--- config.mk ---
export PLATFORM = sky130hd
export DESIGN_NAME = bmmd_front
export DESIGN_NICKNAME = d
export VERILOG_FILES = /design/src/rtl/bmmd_pkg.sv /design/src/rtl/bmmd_front.sv
export SDC_FILE = /design/constraint.sdc
export NUM_CORES = 1
export LEC_CHECK = 0
export BUFFER_PORTS_ARGS = -buffer_cell sky130_fd_sc_hd__buf_2
export CORE_MARGIN = 2
export CORE_UTILIZATION = 30
export DETAILED_ROUTE_END_ITERATION = 8
export PLACE_DENSITY = 0.78
export SLEW_MARGIN = 20
export SYNTH_ARGS = -nofsm -noshare
export SYNTH_HDL_FRONTEND = slang
export SYNTH_SLANG_ARGS = --single-unit
--- constraint.sdc ---
create_clock -name vclk -period 1.6
set_input_delay 0.24 -clock vclk [all_inputs]
set_output_delay 0.24 -clock vclk [all_outputs]
set_load 0.01 [all_outputs]
--- src/rtl/bmmd_pkg.sv ---
package bmmd_pkg;

  localparam int unsigned AddrW = 16;
  localparam int unsigned DataW = 8;
  localparam int unsigned IrqW = 5;
  localparam int unsigned CfgIdxW = 1;
  localparam int unsigned QueueDepth = 4;

  localparam int unsigned WramAw = 15;
  localparam int unsigned VramAw = 14;
  localparam int unsigned OamAw = 8;
  localparam int unsigned SmallAw = 7;

  typedef enum logic [1:0] {
    ACT_READ  = 2'd0,
    ACT_WRITE = 2'd1,
    ACT_IRQ   = 2'd2,
    ACT_NONE  = 2'd3
  } action_t;

  typedef enum logic [1:0] {
    TGT_INTERNAL = 2'd0,
    TGT_ROM      = 2'd1,
    TGT_EXTRAM   = 2'd2
  } target_t;

  typedef enum logic [3:0] {
    REG_NONE,
    REG_CONST_FF,
    REG_CART,
    REG_VRAM,
    REG_WRAM,
    REG_OAM,
    REG_IO,
    REG_VBK,
    REG_SVBK,
    REG_IF,
    REG_HRAM,
    REG_IE,
    REG_IRQ
  } region_t;

  localparam logic [0:0] CFG_COLOR_MODE = 1'b0;
  localparam logic [0:0] CFG_CART_PRESENT = 1'b1;

  localparam logic [15:0] ADDR_VBK = 16'hFF4F;
  localparam logic [15:0] ADDR_SVBK = 16'hFF70;
  localparam logic [15:0] ADDR_IF = 16'hFF0F;
  localparam logic [6:0] IO_IF_OFF = 7'h0F;

  typedef struct packed {
    region_t             region;
    logic                wr;
    logic [AddrW-1:0]    addr;
    logic [DataW-1:0]    wdata;
    logic [IrqW-1:0]     irq;
    target_t             target;
  } cmd_t;

endpackage

--- src/rtl/bmmd_front.sv ---
module bmmd_front (
  input  logic [1:0]                  in_action,
  input  logic [bmmd_pkg::AddrW-1:0]  in_address,
  input  logic [bmmd_pkg::DataW-1:0]  in_write_data,
  input  logic [bmmd_pkg::IrqW-1:0]   in_irq_bits,
  input  logic                        cart_present,
  output bmmd_pkg::cmd_t              cmd
);

  logic [15:0] a;
  logic        is_rd;
  logic        is_wr;

  always_comb begin
    a = in_address;
    is_rd = (in_action == bmmd_pkg::ACT_READ);
    is_wr = (in_action == bmmd_pkg::ACT_WRITE);
    cmd.wr = is_wr;
    cmd.addr = in_address;
    cmd.wdata = in_write_data;
    cmd.irq = in_irq_bits;
    cmd.target = bmmd_pkg::TGT_INTERNAL;
    cmd.region = bmmd_pkg::REG_NONE;
    if (in_action == bmmd_pkg::ACT_IRQ) begin
      cmd.region = bmmd_pkg::REG_IRQ;
    end else if (is_rd || is_wr) begin
      priority if (a >= 16'h8000 && a <= 16'h9FFF) begin
        cmd.region = bmmd_pkg::REG_VRAM;
      end else if (a >= 16'hC000 && a <= 16'hFDFF) begin
        cmd.region = bmmd_pkg::REG_WRAM;
      end else if (a <= 16'h7FFF || (a >= 16'hA000 && a <= 16'hBFFF)) begin
        if (cart_present) begin
          cmd.region = bmmd_pkg::REG_CART;
          cmd.target = (a <= 16'h7FFF) ? bmmd_pkg::TGT_ROM : bmmd_pkg::TGT_EXTRAM;
        end else begin
          cmd.region = is_wr ? bmmd_pkg::REG_NONE : bmmd_pkg::REG_CONST_FF;
        end
      end else if (a <= 16'hFE9F) begin
        cmd.region = bmmd_pkg::REG_OAM;
      end else if (a <= 16'hFEFF) begin
        cmd.region = is_wr ? bmmd_pkg::REG_NONE : bmmd_pkg::REG_CONST_FF;
      end else if (a == bmmd_pkg::ADDR_VBK) begin
        cmd.region = bmmd_pkg::REG_VBK;
      end else if (a == bmmd_pkg::ADDR_SVBK) begin
        cmd.region = bmmd_pkg::REG_SVBK;
      end else if (a == bmmd_pkg::ADDR_IF) begin
        cmd.region = is_wr ? bmmd_pkg::REG_IO : bmmd_pkg::REG_IF;
      end else if (a <= 16'hFF7F) begin
        cmd.region = bmmd_pkg::REG_IO;
      end else if (a <= 16'hFFFE) begin
        cmd.region = bmmd_pkg::REG_HRAM;
      end else begin
        cmd.region = bmmd_pkg::REG_IE;
      end
    end
  end

endmodule

-- Word-level counts from Yosys, hierarchy flattened
Cells that the tools add are included.
- output and inout bits: 36
- input bits: 32
- bits in registers: 0
- eq/ne operators: 5
- $lt $le $gt $ge: 11
- reduce and logical (&&, ||, !) cells: 6
- muxes and demuxes: 22
- operators by type and width (cell ; count):
    less-or-equal comparator 16 bit, second input constant ; 7
    equality test 16 bit, second input constant ; 3
    >= comparator 16 bit, second input constant ; 3
    2-to-1 mux 4 bit ; 12
    less-or-equal comparator 16 x 15 -> 1 bit, second input constant ; 1
    2-to-1 mux 2 bit ; 8
    logical AND 1 bit ; 3
    equality test 2 x 1 -> 1 bit, second input constant ; 1
    equality test 2 bit, second input constant ; 1
    logical NOT 2 bit ; 1
    logical OR 1 bit ; 2
    2-to-1 mux 1 bit ; 2

-- Depth between registers and ports, before layout
Gate-level depths: netlist of run 1.
- word-level depth: 13
- depth in mapped cells: 6
- mapped depth without buffers: 5

-- Worst setup path before layout of run 1
OpenSTA, ideal clock, no wires.
- kind: input-to-output
- start: input in_address[5] (netlist name)
- end: output cmd[32] (netlist name)
- arrival time: 1.388 ns
- slack: -0.028 ns
- path buffers: 0
- stages: 4
- cell sequence: or3_1 o21bai_1 a21o_1 a2111oi_2
- RTL lines (item ; line ; RTL):
    from (decl) ; bmmd_front.sv:3 ; input logic [bmmd_pkg::AddrW-1:0] in_address,
    to (decl) ; bmmd_front.sv:7 ; output bmmd_pkg::cmd_t cmd

==> results of run 1 <==
-- logic make-up (layout without fill, tap and decap cells) --
kind of cell	count (synthesis)	count (layout)	share of synthesized area (%)
simple gates	22	22	27.8
buf+inv	34	54	51.6
compound gates	13	13	20.6
-- cell usage in the layout (no fill, tap or decap), types with 2 or more instances in the layout --
master and instances:
buf_2 41, inv_1 2, nand2b_1 3, nand4_1 5, a21oi_1 3, o31a_1 2
buf_4 9, nor2b_1 2, nor2_1 3
-- layout make-up --
| cell class | count | area (um2) | area share, % |
|---|---|---|---|
| timing repair buffer | 51 | 284 | 49.5 |
| tap | 16 | 20.0 | 3.49 |
| multi-input combinational | 35 | 259 | 45.1 |
| inverter | 3 | 11.3 | 1.96 |
-- metrics by stage --
step	cells	setup TNS [ps]	util, %	power (mW)
floorplan	69	0	-	0.119
global placement	105	-683	37.5	0.135
detailed placement	105	-708	37.5	0.138
CTS	105	-576	38.2	0.141
global route	105	-728	38.6	0.153
finish	105	-537	38.6	0.140
-- metal layers --
layer	vias to the layer above	wire (um)
met1	232	454
met5	-	0
li1	259	-
met3	10	152
met4	0	35
met2	33	581
-- path summary, 6_finish.rpt --
kind / from / endpoint / slack [ps] / cells past startpoint
max: in_address[7] / cmd[35] / -150 / 5
min: in_write_data[7] / cmd[14] / 480 / 0
-- power groups by stage --
stage	Sequential (mW)	Clock, mW	Combinational [mW]
global route	0	0	0.153
detailed placement	0	0	0.138
global placement	0	0	0.135
CTS	0	0	0.141
finish	0	0	0.140
floorplan	0	0	0.119
-- timing repair --
action | 4_1_cts | 5_1_grt
endpoints found under the setup margin | 4 | 4
pin swaps | 3 | 0
cloned | 0 | 0
hold buffers | 0 | 0
resized for setup | 2 | 1
==> metrics.yaml, run 1 <==
status: "finished, violations left"
violations: "setup timing"
path_cells: "buf_6, or3_4, or4_1, a41oi_2, buf_2"
nFlopsAndLatches: 0
drt_iter0_markers: 6
setup_violations: 4
pwr-share-clk_pct: 0
core_area_um2: 1490
rsz0062_at_grt: "true"
seqPwrFrac_pct: 0
viasPerCell: 5.09
synthTopCellsByCount: "buf_4, nand4_1, a21oi_1, nand2b_1, nor2_1"
route.detailed.drc: 0
synth_top_area_share_pct: 49.2
wire_per_inst_um: 11.6
nFillCells: 163
nets: 123
areaGrowthSynthToFinish_pct: 21.4
hold_ws_ps: 480
worst_ep_arrival_time_ps: 1510
firstDrtPassIters: 4
layout_setup_ws_ps: -149
place.gp.congestion: 0.773
wl_mm: 1.22
grt_busiest_layer: "met2"
critPathCaptureType: "primary output"
place_ws_ps: -248
vias: 534
drv_slew: 0
diodes: 0
grt_usage_pct: 12.9
ant_nets: 0
internal-power_mw: 0.0696
ff_latch_area_um2: 0
ys_warn_count: 0
portBuffers: 42
synth_nets: 101
worst_path_largest_cell_delay_ps: 470
initial_core_util_pct: 31.8
critPathTopFamily: "simple AND/OR/NAND/NOR gates"
dieHeight_um: 43.7
synth_area_leader_cell: "buf_4"
met3_usage_pct: 0
hold_viol: 0
postCtsSetupBuffers: 0
grt_overflow: 0
max_freq_ghz: 0.572
criticalPathCategory: "in -> out"
crit_slowest_cell: "or4_1"
ys_types: 24
antenna_found_initial: 0
combPwrFrac_pct: 100.0
dieArea_um2: 1910
p_switching_mw: 0.0704
relSlewSlack_pct: 81.9
final_area_um2: 574
grt_pass1_vias: 521
period_share_pct: 109
grtUsageMet1_pct: 14.2
tightest_slew_ps: 271
cap_violations: 0
grt_pass1_wl_mm: 2.02
num_rows: 14
drive_above_1_share_pct: 62.9
p_per_area_nw_per_um2: 244
place.detailed.hpwl_mm: 1.07
nClkBuffers: 0
netlist_top_cells_area: "buf_4, nand4_1, nand2b_1"
syn-instance-count: 69
p_leak_nw: 0.287
grt.met2_usage_pct: 25.9
required_ps: 1360
ir_drop_uv: 96.3
hp-class: "in -> out"
ys_seq_area_share_pct: 0
p_sw_share_pct: 50.3
grt_max_degree: 9
yosysMostFrequentCell: "buf_4"
crit_path_max_fanout: 2
min_period_ps: 1750
placed_area_um2: 558
cp-start-kind: "primary input"
syn_avg_cell_area_um2: 6.85
io_pins: 68
crit_buf_inv: 2
die_w_um: 43.7
synthesis.area_um2: 473
Note: power is estimated with default switching activity, not from simulation.
==> run 2, diff against run 1 <==
==> constraint.sdc (replaced) <==
create_clock -name vclk -period 1.6
set_input_delay 0.24 -clock vclk [all_inputs]
set_output_delay 0.24 -clock vclk [all_outputs]
set_load 0.005 [all_outputs]
==> run 2 against run 1 <==
Effect of this change: the run still ends with setup timing left; via count decreased by 0.75%; sequential share of layout area unchanged; die area unchanged; first-iteration DRC count increased by 100%; largest cell class unchanged; largest power group unchanged.
==> metrics.yaml, run 2 (synthesis gave the netlist of run 1 again) <==
min_period_ps: 1760  # +10.5 ps
nClkBuffers: 0  # unchanged
crit_path_max_fanout: 2  # unchanged
dieArea_um2: 1910  # unchanged
tightest_slew_ps: 316  # +45.2 ps
hold_ws_ps: 480  # -0.00100 ps
layout_commonest_cell: "buf_2"
hold_viol: 0  # unchanged
p_per_area_nw_per_um2: 226  # -7.1%
period_share_pct: 110  # +0.65 points
pwr-share-clk_pct: 0  # unchanged
cap_violations: 0  # unchanged
num_rows: 14  # unchanged
nFlopsAndLatches: 0  # unchanged
rsz0062_at_grt: "true"
drv_slew: 0  # unchanged
antenna_found_initial: 0  # unchanged
dieHeight_um: 43.7  # unchanged
ant_nets: 0  # unchanged
internal-power_mw: 0.0698  # +0.32%
vias: 530  # -0.75%
wire_per_inst_um: 12.6  # +8.6%
io_pins: 68  # unchanged
core_area_um2: 1490  # unchanged
p_sw_share_pct: 46.9  # -3.4 points
relSlewSlack_pct: 78.6  # -3.3 points
violations: "setup timing"
viasPerCell: 5.05  # -0.75%
ir_drop_uv: 78.2  # -19%
nets: 123  # unchanged
firstDrtPassIters: 6  # +2
grt_pass1_wl_mm: 2.01  # -0.69%
grt_overflow: 0  # unchanged
p_switching_mw: 0.0616  # -13%
placed_area_um2: 538  # -3.6%
criticalPathCategory: "in -> out"
final_cell_mix: "buf_2, buf_4, nand4_1"
drt_iter0_markers: 12  # +6
wl_mm: 1.33  # +8.6%
place.detailed.hpwl_mm: 1.05  # -1.9%
multi_input_area_um2: 265  # +2.4%
p_leak_nw: 0.287  # +0.11%
grt_usage_pct: 13.0  # +0.085 points
die_w_um: 43.7  # unchanged
portBuffers: 42  # unchanged
combPwrFrac_pct: 100.0  # about the same
route.detailed.drc: 0  # unchanged
ff_latch_area_um2: 0  # unchanged
seqPwrFrac_pct: 0  # unchanged
drive_above_1_share_pct: 65.2  # +2.2 points
areaGrowthSynthToFinish_pct: 22.8
status: "finished, violations left"
diodes: 0  # unchanged
final_area_um2: 581  # +1.1%
hp-class: "in -> out"
max_freq_ghz: 0.568  # -0.60%
postCtsSetupBuffers: 0  # unchanged
place.gp.congestion: 0.727  # -6.0%
required_ps: 1360  # about the same
grt_pass1_vias: 493  # -5.4%
cp-start-kind: "primary input"
critPathCaptureType: "primary output"
initial_core_util_pct: 31.8  # unchanged
worst_ep_arrival_time_ps: 1520  # about the same
layout_setup_ws_ps: -160  # -10.5 ps
setup_violations: 4  # unchanged
grt_max_degree: 9  # unchanged
nFillCells: 171  # +4.9%
-- run 2: cell count changes in the layout (fill, tap and decap cells not counted) --
cell,before,now
nor2_1,3,2
nor2_2,0,1
or4_1,1,0
or4_4,0,1
-- run 2: worst max-delay path, cell delays in order --
cell	delay [ps]
buf_6	90
or3_4	370
o21bai_1	160
a21o_1	180
a2111oi_4	300
buf_2	170
-- run 2: metal layers --
| metal | part of all wire (%) | track usage (%) | wire length (um) | up-vias |
|---|---|---|---|---|
| li1 | - | - | - | 258 |
| met1 | 36 | 13.3 | 480 | 234 |
| met2 | 50 | 24.7 | 662 | 30 |
| met3 | 11 | 2.08 | 150 | 8 |
| met4 | 2.6 | 6.67 | 35 | 0 |
| met5 | 0 | 0 | 0 | - |
-- run 2: metrics by stage --
step           std cells  power, mW  utilization (%)  setup slack [ps]  TNS, ps
6_report             105      0.131             39.0              -160     -401
5_1_grt              105      0.145             39.0              -207     -576
4_1_cts              105      0.127             37.6              -119     -361
3_5_place_dp         105      0.123             36.1              -196     -533
3_3_place_gp         105      0.119             36.1              -199     -531
2_1_floorplan         69     0.0947                -              58.2        0
-- run 2: worst paths after layout --
| path | from | endpoint | slack (ps) | cells past startpoint |
|---|---|---|---|---|
| worst min-delay path | in_irq_bits[3] | cmd[5] | 480 | 0 |
| worst max-delay path | in_address[7] | cmd[32] | -160 | 6 |
-- run 2: layout make-up --
class	instances	share of cell area, %
Multi-Input combinational cell	35	45.7
Inverter	3	1.94
Timing Repair Buffer	51	48.9
Tap cell	16	3.45
-- run 2: repair_timing --
item / 4_1_cts / 5_1_grt
gates resized for setup: 4 / 3
pin swaps: 4 / 0
cloned: 0 / 0
setup endpoints to repair: 4 / 4
hold buffers: 0 / 0
-- run 2: power by group through the flow --
| stage | sequential, mW | combinational (mW) | clock [mW] |
|---|---|---|---|
| final | 0 | 0.131 | 0 |
| after detailed placement | 0 | 0.123 | 0 |
| after global placement | 0 | 0.119 | 0 |
| after floorplan | 0 | 0.0947 | 0 |
| after CTS | 0 | 0.127 | 0 |
| after global routing | 0 | 0.145 | 0 |
