`config.mk`:
```
export PLATFORM = sky130hd
export DESIGN_NAME = bmmd_queue
export DESIGN_NICKNAME = d
export VERILOG_FILES = /design/src/rtl/bmmd_pkg.sv /design/src/rtl/bmmd_queue.sv
export SDC_FILE = /design/constraint.sdc
export NUM_CORES = 1
export LEC_CHECK = 0
export ABC_AREA = 1
export BUFFER_PORTS_ARGS = -buffer_cell sky130_fd_sc_hd__buf_2
export CORE_UTILIZATION = 40
export CTS_BUF_LIST = sky130_fd_sc_hd__clkbuf_4
export DETAILED_ROUTE_END_ITERATION = 6
export GPL_TIMING_DRIVEN = 0
export PLACE_DENSITY = 0.61
export SYNTH_ARGS = -nofsm -noshare
export SYNTH_HDL_FRONTEND = slang
export SYNTH_SLANG_ARGS = --single-unit
```
`constraint.sdc`:
```
create_clock -name clk -period 3 [get_ports clk]
set_input_delay 0.6 -clock clk [delete_from_list [all_inputs] [get_ports clk]]
set_output_delay 0.6 -clock clk [all_outputs]
set_load 0.05 [all_outputs]
```
`src/rtl/bmmd_pkg.sv`:
```
package bmmd_pkg;

  localparam int unsigned AddrW = 16;
  localparam int unsigned DataW = 8;
  localparam int unsigned IrqW = 5;
  localparam int unsigned CfgIdxW = 1;
  localparam int unsigned QueueDepth = 4;

  localparam int unsigned WramAw = 15;
  localparam int unsigned VramAw = 14;
  localparam int unsigned OamAw = 8;
  localparam int unsigned SmallAw = 7;

  typedef enum logic [1:0] {
    ACT_READ  = 2'd0,
    ACT_WRITE = 2'd1,
    ACT_IRQ   = 2'd2,
    ACT_NONE  = 2'd3
  } action_t;

  typedef enum logic [1:0] {
    TGT_INTERNAL = 2'd0,
    TGT_ROM      = 2'd1,
    TGT_EXTRAM   = 2'd2
  } target_t;

  typedef enum logic [3:0] {
    REG_NONE,
    REG_CONST_FF,
    REG_CART,
    REG_VRAM,
    REG_WRAM,
    REG_OAM,
    REG_IO,
    REG_VBK,
    REG_SVBK,
    REG_IF,
    REG_HRAM,
    REG_IE,
    REG_IRQ
  } region_t;

  localparam logic [0:0] CFG_COLOR_MODE = 1'b0;
  localparam logic [0:0] CFG_CART_PRESENT = 1'b1;

  localparam logic [15:0] ADDR_VBK = 16'hFF4F;
  localparam logic [15:0] ADDR_SVBK = 16'hFF70;
  localparam logic [15:0] ADDR_IF = 16'hFF0F;
  localparam logic [6:0] IO_IF_OFF = 7'h0F;

  typedef struct packed {
    region_t             region;
    logic                wr;
    logic [AddrW-1:0]    addr;
    logic [DataW-1:0]    wdata;
    logic [IrqW-1:0]     irq;
    target_t             target;
  } cmd_t;

endpackage

```
`src/rtl/bmmd_queue.sv`:
```
module bmmd_queue #(
  parameter int unsigned DEPTH = bmmd_pkg::QueueDepth
) (
  input  logic           clk,
  input  logic           rst_n,
  input  logic           push,
  input  bmmd_pkg::cmd_t push_cmd,
  output logic           full,
  input  logic           pop,
  output logic           empty,
  output bmmd_pkg::cmd_t head
);

  localparam int unsigned PW = (DEPTH > 1) ? $clog2(DEPTH) : 1;

  bmmd_pkg::cmd_t      mem_r [DEPTH];
  logic [PW-1:0]       wp_r, rp_r;
  logic [PW:0]         cnt_r;

  assign full = (cnt_r == (PW+1)'(DEPTH));
  assign empty = (cnt_r == '0);
  assign head = mem_r[rp_r];

  always_ff @(posedge clk) begin
    if (push && !full) begin
      mem_r[wp_r] <= push_cmd;
    end
  end

  always_ff @(posedge clk) begin
    if (!rst_n) begin
      wp_r <= '0;
      rp_r <= '0;
      cnt_r <= '0;
    end else begin
      if (push && !full) begin
        wp_r <= (wp_r == PW'(DEPTH-1)) ? '0 : wp_r + 1'b1;
      end
      if (pop && !empty) begin
        rp_r <= (rp_r == PW'(DEPTH-1)) ? '0 : rp_r + 1'b1;
      end
      cnt_r <= cnt_r + (PW+1)'(push && !full) - (PW+1)'(pop && !empty);
    end
  end

endmodule

```
# Yosys cells after proc, flatten, opt, wreduce, memory -nomap -nowiden

Memories as Yosys holds them, arrays and structs flattened. A register that Yosys moved wholly into a read port is not among the register bits.
Cells that the tools add are included.

Add/subtract/negate cells: 4
Equal/unequal tests: 3
Multiplexer cells: 6
Reductions and logical operators: 5

Operator list:

| operator                                                       | number |
|---|---|
| 2-bit 2-to-1 mux                                               | 4 |
| 2-bit by 1-bit adder with 2-bit output (second input constant) | 2 |
| 2-bit == test (second input constant)                          | 2 |
| 3-bit by 1-bit adder with 3-bit output                         | 1 |
| 3-bit == test (second input constant)                          | 1 |
| 3-bit zero test                                                | 1 |
| 3-bit by 1-bit subtractor with 3-bit output                    | 1 |
| 1-bit logical AND                                              | 2 |
| 1-bit zero test                                                | 2 |
| 1-bit 2-to-1 mux                                               | 2 |

Flip-flop bits (word level): 7
RAM bits: 144
Input bits: 40
Word-level logic and storage cells: 22
Memories kept: 1

Memories:

| name  | depth | width | read ports | clocked after Yosys merged registers in | wr ports | RTL line         | text |
|---|---|---|---|---|---|---|---|
| mem_r | 4     | 36    | 1          | 1                                       | 1        | bmmd_queue.sv:16 | `bmmd_pkg::cmd_t mem_r [DEPTH];` |

# Logic depth before layout (Yosys ltp)

Gate-level depths: netlist of the first run.

Depth after elaboration: 5
Mapped depth: 11

# Worst setup path after synthesis of the first run

No wires, ideal clock.

Kind: input port to flip-flop
From: input push
To: memory mem_r[0][0] in the netlist's numbering, enable pin
Library setup time: 0.429 ns
Arrival: 2.238 ns
Required time: 2.571 ns
Slack: 0.333 ns
Stages: 2
Path buffers: 0
Cell sequence: nand2_1 nor2_1

Cells in the longest elaborated chain, start to end: 3

Ends and longest elaborated chain:

| what                                   | RTL line         | text |
|---|---|---|
| start: declaration                     | bmmd_queue.sv:6  | `input logic push,` |
| 1-bit logical AND                      | bmmd_queue.sv:25 | `if (push && !full) begin` |
| 1-bit 2-to-1 mux                       | bmmd_queue.sv:25 |  |
| 1-bit 2-to-1 mux (implied by the code) | bmmd_queue.sv:26 | `mem_r[wp_r] <= push_cmd;` |
| end: declaration                       | bmmd_queue.sv:16 |  |

No other way between the ends.

==> metrics list, run 1 <==
* Sequential share of the synthesized area: 73.3%
- The detail route stage leaves a number of antenna-violating nets equal to 0.
* Total number of yosys warnings: 0
- Once the clock tree was built, the setup fixing pass inserted 0 buffers.
- Worst-path fanout max: 10
- Counting every net in the synthesized netlist gives 467.
* Number of inserted filler cells in the final layout: 1289
- Net Sw Frac: 42.7%
- Detailed placement ended at an HPWL of 8030 um.
* Max IR drop VDD: 0.000377 V
- Worst endpoint data arrival time: 1.93 ns
- After layout, the design draws a total of 6750 uW.
- The number of antenna violations at the first check in global routing came to 1.
* Number of buffers created by CTS: 17
* Number of maximum-capacitance constraint violations: 0
- Traced cell by cell, the critical path runs through buf_6 -> clkinv_8 -> buf_2 -> o21ai_1 -> o22ai_1 -> buf_2.
- The synthesized netlist devotes 13.2% of its cell area to compound gates.
* Chip Height: 126 um
* Slew Limit Headroom: 47.5%
* TritonCTS clock tree: built
- Combinational logic is responsible for 43.4% of the overall power.
* Mean routed wirelength per cell: 17.6 um
* Number of top-level design ports: 78
* Min Tclk post-route: 2.53 ns
- Along the worst hold path, the cell count comes to 1.
* Overall fraction of global-route tracks in use: 17.0%
- The initial utilization of the core area, before any placement, comes to 41.7%.
* Number of input and output port buffers inserted: 77
* Reg2Reg Setup Slack: 0.82 ns
- From synthesis to final layout, the design area changed by 16.1%.
- Per report_power, the sequential group accounts for 39.8% of the total.
* Adder-cell share of the synthesized area: 1.75%
- Sum of met3 wire segment lengths after detailed routing: 706 um
- By area, the combinational part of the netlist is dominated by compound AO/OA/AOI/OAI gates.
* CTS sink count: 153
- Unrepaired setup endpoints after global routing: no
- No sink is reached through more buffers than the 2 on the longest clock path.
- Most area-hungry cell type in the Yosys netlist: sky130_fd_sc_hd__edfxtp_1
- Post-cts gate resize count: 0
* Iter 0 DRT Violations: 211
- After detailed routing, the number of remaining DRC violations is 0.
- Family with the most delay on the worst path: buffers and inverters
- The slowest stage of the critical path is the sky130_fd_sc_hd__dfxtp_1 cell.
- Of the total synthesized cell area, the portion taken by XOR and XNOR cells is 0%.
- GRT Residual Overflow: 0
- First-pass GRT wire length: 19600 um
- Cell at the root of the clock tree: sky130_fd_sc_hd__clkbuf_4
- Type of destination of the critical path: primary output
- Based on the critical path, the design can be clocked at up to 395 MHz.
* Wire length on met2: 6420 um
* Layout cell share with drive strength beyond 1: 36.7%
- Ranked by total cell area, the synthesized netlist is headed by sky130_fd_sc_hd__edfxtp_1 (70%), sky130_fd_sc_hd__nor2_1 (4.1%), sky130_fd_sc_hd__o22ai_2 (3.7%).
* Reg2Reg Launch Point: cnt_r[1]
* Cell leakage power: 0.00260 uW
- The clock arrives with 0.0138 ns of skew.
* Number of hold violations in the final report: 0
- Setup violations remaining at the end of the flow were counted as 0.
- In the final routing, the length of wire on met1 measures 5390 um.
- Final nets: 567
- Detailed routing inserted a total of 3579 vias.
- Buf+Inv Stages, Crit Path: 4
- Clock power share: 16.8%
- Worst Max-Slew Pin Slew: 0.786 ns
* Type of the worst setup path: flop to primary output
- The number of different library cells used by synthesis comes to 21.
- Clock slew at reported path FFs: 0.11 ns
* Multiplexer fraction of the synthesized cell area: 0%
- Later-pin clock latency in the skew report: 0.52 ns
* Number of buffers inserted for hold repair after clock tree synthesis: 0
* Cell row count: 44
- By instance count, the cell type seen most on the critical path is sky130_fd_sc_hd__buf_2.
- Synthesis-stage register bit count: 153
- The die covers 0.0159 sq mm.
- The run finished with clean final reports.
* Gate Count Post-Synth: 419
- Share of synthesized cell area in and, or, nand and nor gates: 6.98%
* Post-layout util: 48.4%
* Vias in the first global route: 3745
- Entering global routing, the biggest net connects 23 pins.
- For the worst flop-to-flop path, the logic depth is 9.
* Delay of the slowest cell on the worst path: 0.33 ns
* Hold Path Origin: push_cmd[9]
- The worst setup path is launched from a flop.
- Vias per cell: 5.00
* Core area: 0.0148 sq mm
* Power spent charging and discharging nets: 2880 uW
* Area of the mapped netlist: 0.00615 sq mm
- At the placement stage, the worst setup path has a slack of 0.724 ns.
- Cell internal power was estimated by the tool at 3870 uW.
* Placer congestion estimate: 0.741
- Highest metal layer with signal wires: met4
- The final layout contains routed wiring with a total length of 12600 um.
* FF-to-FF End: cnt_r[2]
- Area fraction of the dominant cell type after synthesis: 70.4%
- After layout, the worst path uses 84.5% of the clock period.
* Pwr dens: 946 mW/mm^2
* Worst hold path endpoint: mem_r[3][9]
* Path class of the lowest-slack min-delay path: input pin to flop
* Mean instance size in the synthesized netlist: 14.7 sq um
* # H-tree levels: 4
* Critical path depth in cells: 6
- After layout, the worst setup slack is 0.466 ns.
- Req. time, crit path: 2.40 ns
- The first detailed-routing pass ran for 5 iterations.
- From left edge to right edge, the die measures 126 um.
- The final count of pins violating max slew came to 0.
==> through the flow <==
step,hold slack (ns),instance area (sq um),TNS [ns],cells
global placement,0.513,6760,-166.35,680
detailed placement,0.512,6890,0,684
floorplan,0.483,6150,0,419
finish,0.283,7140,0,716
global route,0.215,7130,0,715
CTS,0.216,7130,0,715
==> registers in the layout, summed over array words and instances, names as in the netlist, named ones only <==
signal	flops
rp_r	2
wp_r	2
cnt_r	3
mem_r	144
==> cell usage after synthesis <==
| master | number |
|---|---|
| sky130_fd_sc_hd__o21ai_1 | 26 |
| sky130_fd_sc_hd__inv_1 | 19 |
| sky130_fd_sc_hd__nand3_1 | 5 |
| sky130_fd_sc_hd__a21oi_1 | 5 |
| sky130_fd_sc_hd__buf_2 | 4 |
| sky130_fd_sc_hd__edfxtp_1 | 144 |
| sky130_fd_sc_hd__o21ai_2 | 24 |
| sky130_fd_sc_hd__nor2_2 | 16 |
| sky130_fd_sc_hd__dfxtp_1 | 9 |
| sky130_fd_sc_hd__nor2_1 | 67 |
| sky130_fd_sc_hd__fa_1 | 1 |
| sky130_fd_sc_hd__inv_8 | 1 |
| sky130_fd_sc_hd__o22ai_2 | 18 |
| sky130_fd_sc_hd__o22ai_1 | 18 |
| sky130_fd_sc_hd__clkbuf_4 | 1 |
| sky130_fd_sc_hd__ha_1 | 7 |
| sky130_fd_sc_hd__buf_6 | 10 |
| sky130_fd_sc_hd__buf_4 | 7 |
| sky130_fd_sc_hd__o21ai_0 | 22 |
| sky130_fd_sc_hd__clkinv_8 | 1 |
| sky130_fd_sc_hd__nand2_1 | 14 |
==> per-layer routing <==
layer  track usage (%)  vias to the layer above
met5                 0                        -
met4              6.95                        0
met3              5.48                        6
met2              27.9                      100
met1              20.6                     1732
li1                  -                     1741
==> power by group through the flow <==
stage / Clock, uW / Sequential, uW / Combinational, uW
finish: 1130 / 2680 / 2930
global route: 1280 / 2700 / 3120
CTS: 1180 / 2680 / 2980
detailed placement: 0 / 2730 / 2970
global placement: 0 / 2750 / 2860
floorplan: 0 / 2730 / 2200
==> how the worst max path moves through the flow <==
stage                     from           to  slack [ns]
final                     flop     head[33]        0.47
after global routing      flop     head[33]        0.32
after CTS                 flop     head[35]        0.39
after detailed placement  push     cnt_r[2]        0.72
after global placement    push  mem_r[3][9]       -1.22
after floorplan           push  mem_r[0][0]        0.33
==> placed cells by master, fill, tap and decap left out, drive strengths merged <==
cell and instances:
inv 20, nand3 5, nand2 14, dfxtp 9, clkbuf 19, fa 1
clkinv 12, nor2 83, buf 102, ha 7, bufinv 2, o21ai 72
o22ai 36, diode 1, a21oi 5, edfxtp 144
==> cell families (layout without fill, tap and decap cells) <==
logic type | count (synthesis) | count (layout)
DFF | 153 | 153
adders and majority gates | 8 | 8
and+or+nand+nor | 102 | 102
buffers and inverters | 43 | 155
AOI/OAI and AO/OA | 113 | 113
other | 0 | 1
==> layout make-up <==
cell class	count	area, sq um	area share, %
diodes	1	2.50	0.0351
plain buffers	22	193	2.70
clock inverters	13	111	1.56
multi-input cells	223	1380	19.3
inverters	21	98.8	1.39
repair buffers	81	480	6.73
well taps	184	230	3.23
clock buffers	18	135	1.89
flip-flops and latches	153	4500	63.1
==> worst reg2reg max path, stage by stage, from the launching register on <==
cell and delay (ns):
sky130_fd_sc_hd__dfxtp_1 0.38, sky130_fd_sc_hd__nor2_1 0.08, sky130_fd_sc_hd__nand2_1 0.16, sky130_fd_sc_hd__nand2_1 0.28, sky130_fd_sc_hd__ha_1 0.38, sky130_fd_sc_hd__inv_1 0.04, sky130_fd_sc_hd__ha_1 0.18, sky130_fd_sc_hd__fa_1 0.38
sky130_fd_sc_hd__a21oi_1 0.14, sky130_fd_sc_hd__nor2_1 0.06
(Power assumes the default switching activity.)
==> run 2: changes to the inputs <==
- clock period: 3 -> 2.52 ns (I/O delays scaled with it)
==> metrics list, run 2 (synthesis gave the netlist of run 1 again) <==
- Cell leakage power: 0.00261 uW
* Cell row count: 44
- Including well taps, the total number of placed cells is 684.
- In this run the deepest clock path goes through 2 buffers.
* Iter 0 DRT Violations: 212
* Number of input and output port buffers inserted: 77
- In the final layout, the multi-input gates occupy 0.00138 sq mm.
- The worst setup path is captured at a primary output.
- CTS saw 153 sinks.
- Number of inserted filler cells in the final layout: 1289
- After the last flow step, the layout net total stands at 567.
* First-pass GRT wire length: 19600 um
- Number of cells on the worst reg-to-reg path: 9
- Vias per cell: 5.03
* Drc violations: 0
* Min Tclk post-route: 2.37 ns
- Layout cell share with drive strength beyond 1: 36.7%
- Startpoint Class: flop
- The detailed router placed 3600 vias in this run.
- Top reg by flops: mem_r
- Req. time, crit path: 2.02 ns
* Unrepaired setup endpoints after global routing: no
- Clock skew after layout: 0.0133 ns
- Area occupied by registers: 0.00450 sq mm
- Number of iterations in the first detailed-routing pass: 4
* Worst Max-Slew Pin Slew: 0.785 ns
* Core area: 0.0148 sq mm
- The count of nets left with antenna violations once routing finished came out at 0.
* Width of the chip: 126 um
- Overall fraction of global-route tracks in use: 17.0%
- Clock-pin slew was measured on the worst setup and hold paths at 0.11 ns.
- Based on the critical path, the design can be clocked at up to 421 MHz.
* Path class of the lowest-slack min-delay path: input pin to flop
* Final Setup Violations: 0
- The register with the most flip-flops in the layout has 144 of them.
- Type of the worst setup path: flop to primary output
* Max Slew Vio Count: 0
* Number of maximum-capacitance constraint violations: 0
* Top Registers: mem_r (144), cnt_r (3)
* Post-place setup slack: 0.340 ns
* Placer congestion estimate: 0.741
* Worst endpoint data arrival time: 1.87 ns
- Reg2Reg Setup Slack: 0.34 ns
- The area growth from synthesis to layout is 16.4%.
* Worst-path fanout max: 10
- The flow ran to the end, and the final reports show no timing, DRC or antenna violations.
- For this configuration, the core starts out at a cell density of 41.7%.
- The number of hold-slack violations in the final timing report came to 0.
* Number of buffers inserted for hold repair after clock tree synthesis: 0
- Across the VDD grid, the largest voltage drop is 0.000448 V.
- TritonCTS built the clock tree.
- Final Worst Setup Slack: 0.146 ns
- Most frequent cells in the layout: sky130_fd_sc_hd__edfxtp_1 (144), sky130_fd_sc_hd__buf_2 (73), sky130_fd_sc_hd__nor2_1 (63), sky130_fd_sc_hd__o21ai_1 (26)
* Mean routed wirelength per cell: 17.6 um
- Clock tree synthesis selected as its root buffer the cell sky130_fd_sc_hd__clkbuf_4.
* Number of top-level design ports: 78
* Number of stages on the worst hold path: 1
- In this run, CTS created clock tree buffers numbering 17.
- The finished layout holds 716 standard cells, fillers aside.
- Post-route clock period utilization: 94.2%
- Total half-perimeter wirelength after legalization and detailed placement: 8030 um
- Initial antenna violation count: 1
* Later-pin clock latency in the skew report: 0.52 ns
- Slew Limit Headroom: 47.5%
* # H-tree levels: 4
- After detailed routing, the total wire length is 12600 um.
* Vias in the first global route: 3745
- GRT Residual Overflow: 0
- Entering global routing, the biggest net connects 23 pins.
* Chip Height: 126 um
- Most frequent standard cell in the layout excluding fill and tap cells: sky130_fd_sc_hd__edfxtp_1
- The die covers 0.0159 sq mm.
* Pwr dens: 1130 mW/mm^2
## run 2: cell types whose count changed in the layout (fill, tap and decap cells not counted), sizes merged
cell    change
buf         -5
clkbuf      +5
## run 2: timing repair
action | in CTS | in global routing
endpoints found under the setup margin | 0 | 8
setup buffers | 0 | 0
gates resized for setup | 0 | 11
## run 2: critical path, cell delays in order (launching register included)
cell                       delay [ns]
sky130_fd_sc_hd__dfxtp_1         0.33
sky130_fd_sc_hd__buf_6           0.15
sky130_fd_sc_hd__clkinv_8        0.08
sky130_fd_sc_hd__buf_4           0.23
sky130_fd_sc_hd__o21ai_2         0.08
sky130_fd_sc_hd__o22ai_1         0.17
sky130_fd_sc_hd__buf_2           0.31
## run 2: final timing paths
kind                 from            to
max                  flop       head[5]
max reg2reg      cnt_r[1]      cnt_r[2]
min reg2reg       rp_r[1]          flop
min          push_cmd[35]  mem_r[3][35]
## run 2: routing by layer
metal / routed length, um / track usage, % / part of all wire, % / vias up
li1: - / - / - / 1743
met1: 5460 / 20.6 / 43 / 1759
met2: 6370 / 27.9 / 50 / 92
met3: 725 / 5.48 / 5.7 / 6
met4: 75 / 6.95 / 0.59 / 0
met5: 0 / 0 / 0 / -
## run 2: layout make-up
class                      count  area share [%]
clock buffer                  18            1.89
sequential                   153            62.9
antenna                        1          0.0350
timing repair buffer          81            6.92
buffer                        22            2.76
tap                          184            3.22
inverter                      21            1.38
clock inverter                13            1.56
multi-input combinational    223            19.3
## run 2: power breakdown
| group | switching (uW) | internal (uW) | leakage (uW) |
|---|---|---|---|
| combinational | 2560 | 964 | 0.00107 |
| sequential | 88.8 | 3110 | 0.00139 |
| clock | 782 | 570 | 0.000147 |
| total | 3430 | 4640 | 0.00261 |
## run 2: per-stage QoR
step                      total power (uW)  instance area [sq um]  util (%)  setup TNS, ns  hold WS [ns]
after floorplan                       5860                   6150         -         -12.09         0.483
after global placement                6680                   6760      45.8        -221.64         0.513
after detailed placement              6790                   6890      46.7              0         0.512
after CTS                             8140                   7130      48.3              0         0.120
after global routing                  8490                   7150      48.5              0         0.119
final                                 8070                   7160      48.5              0         0.187
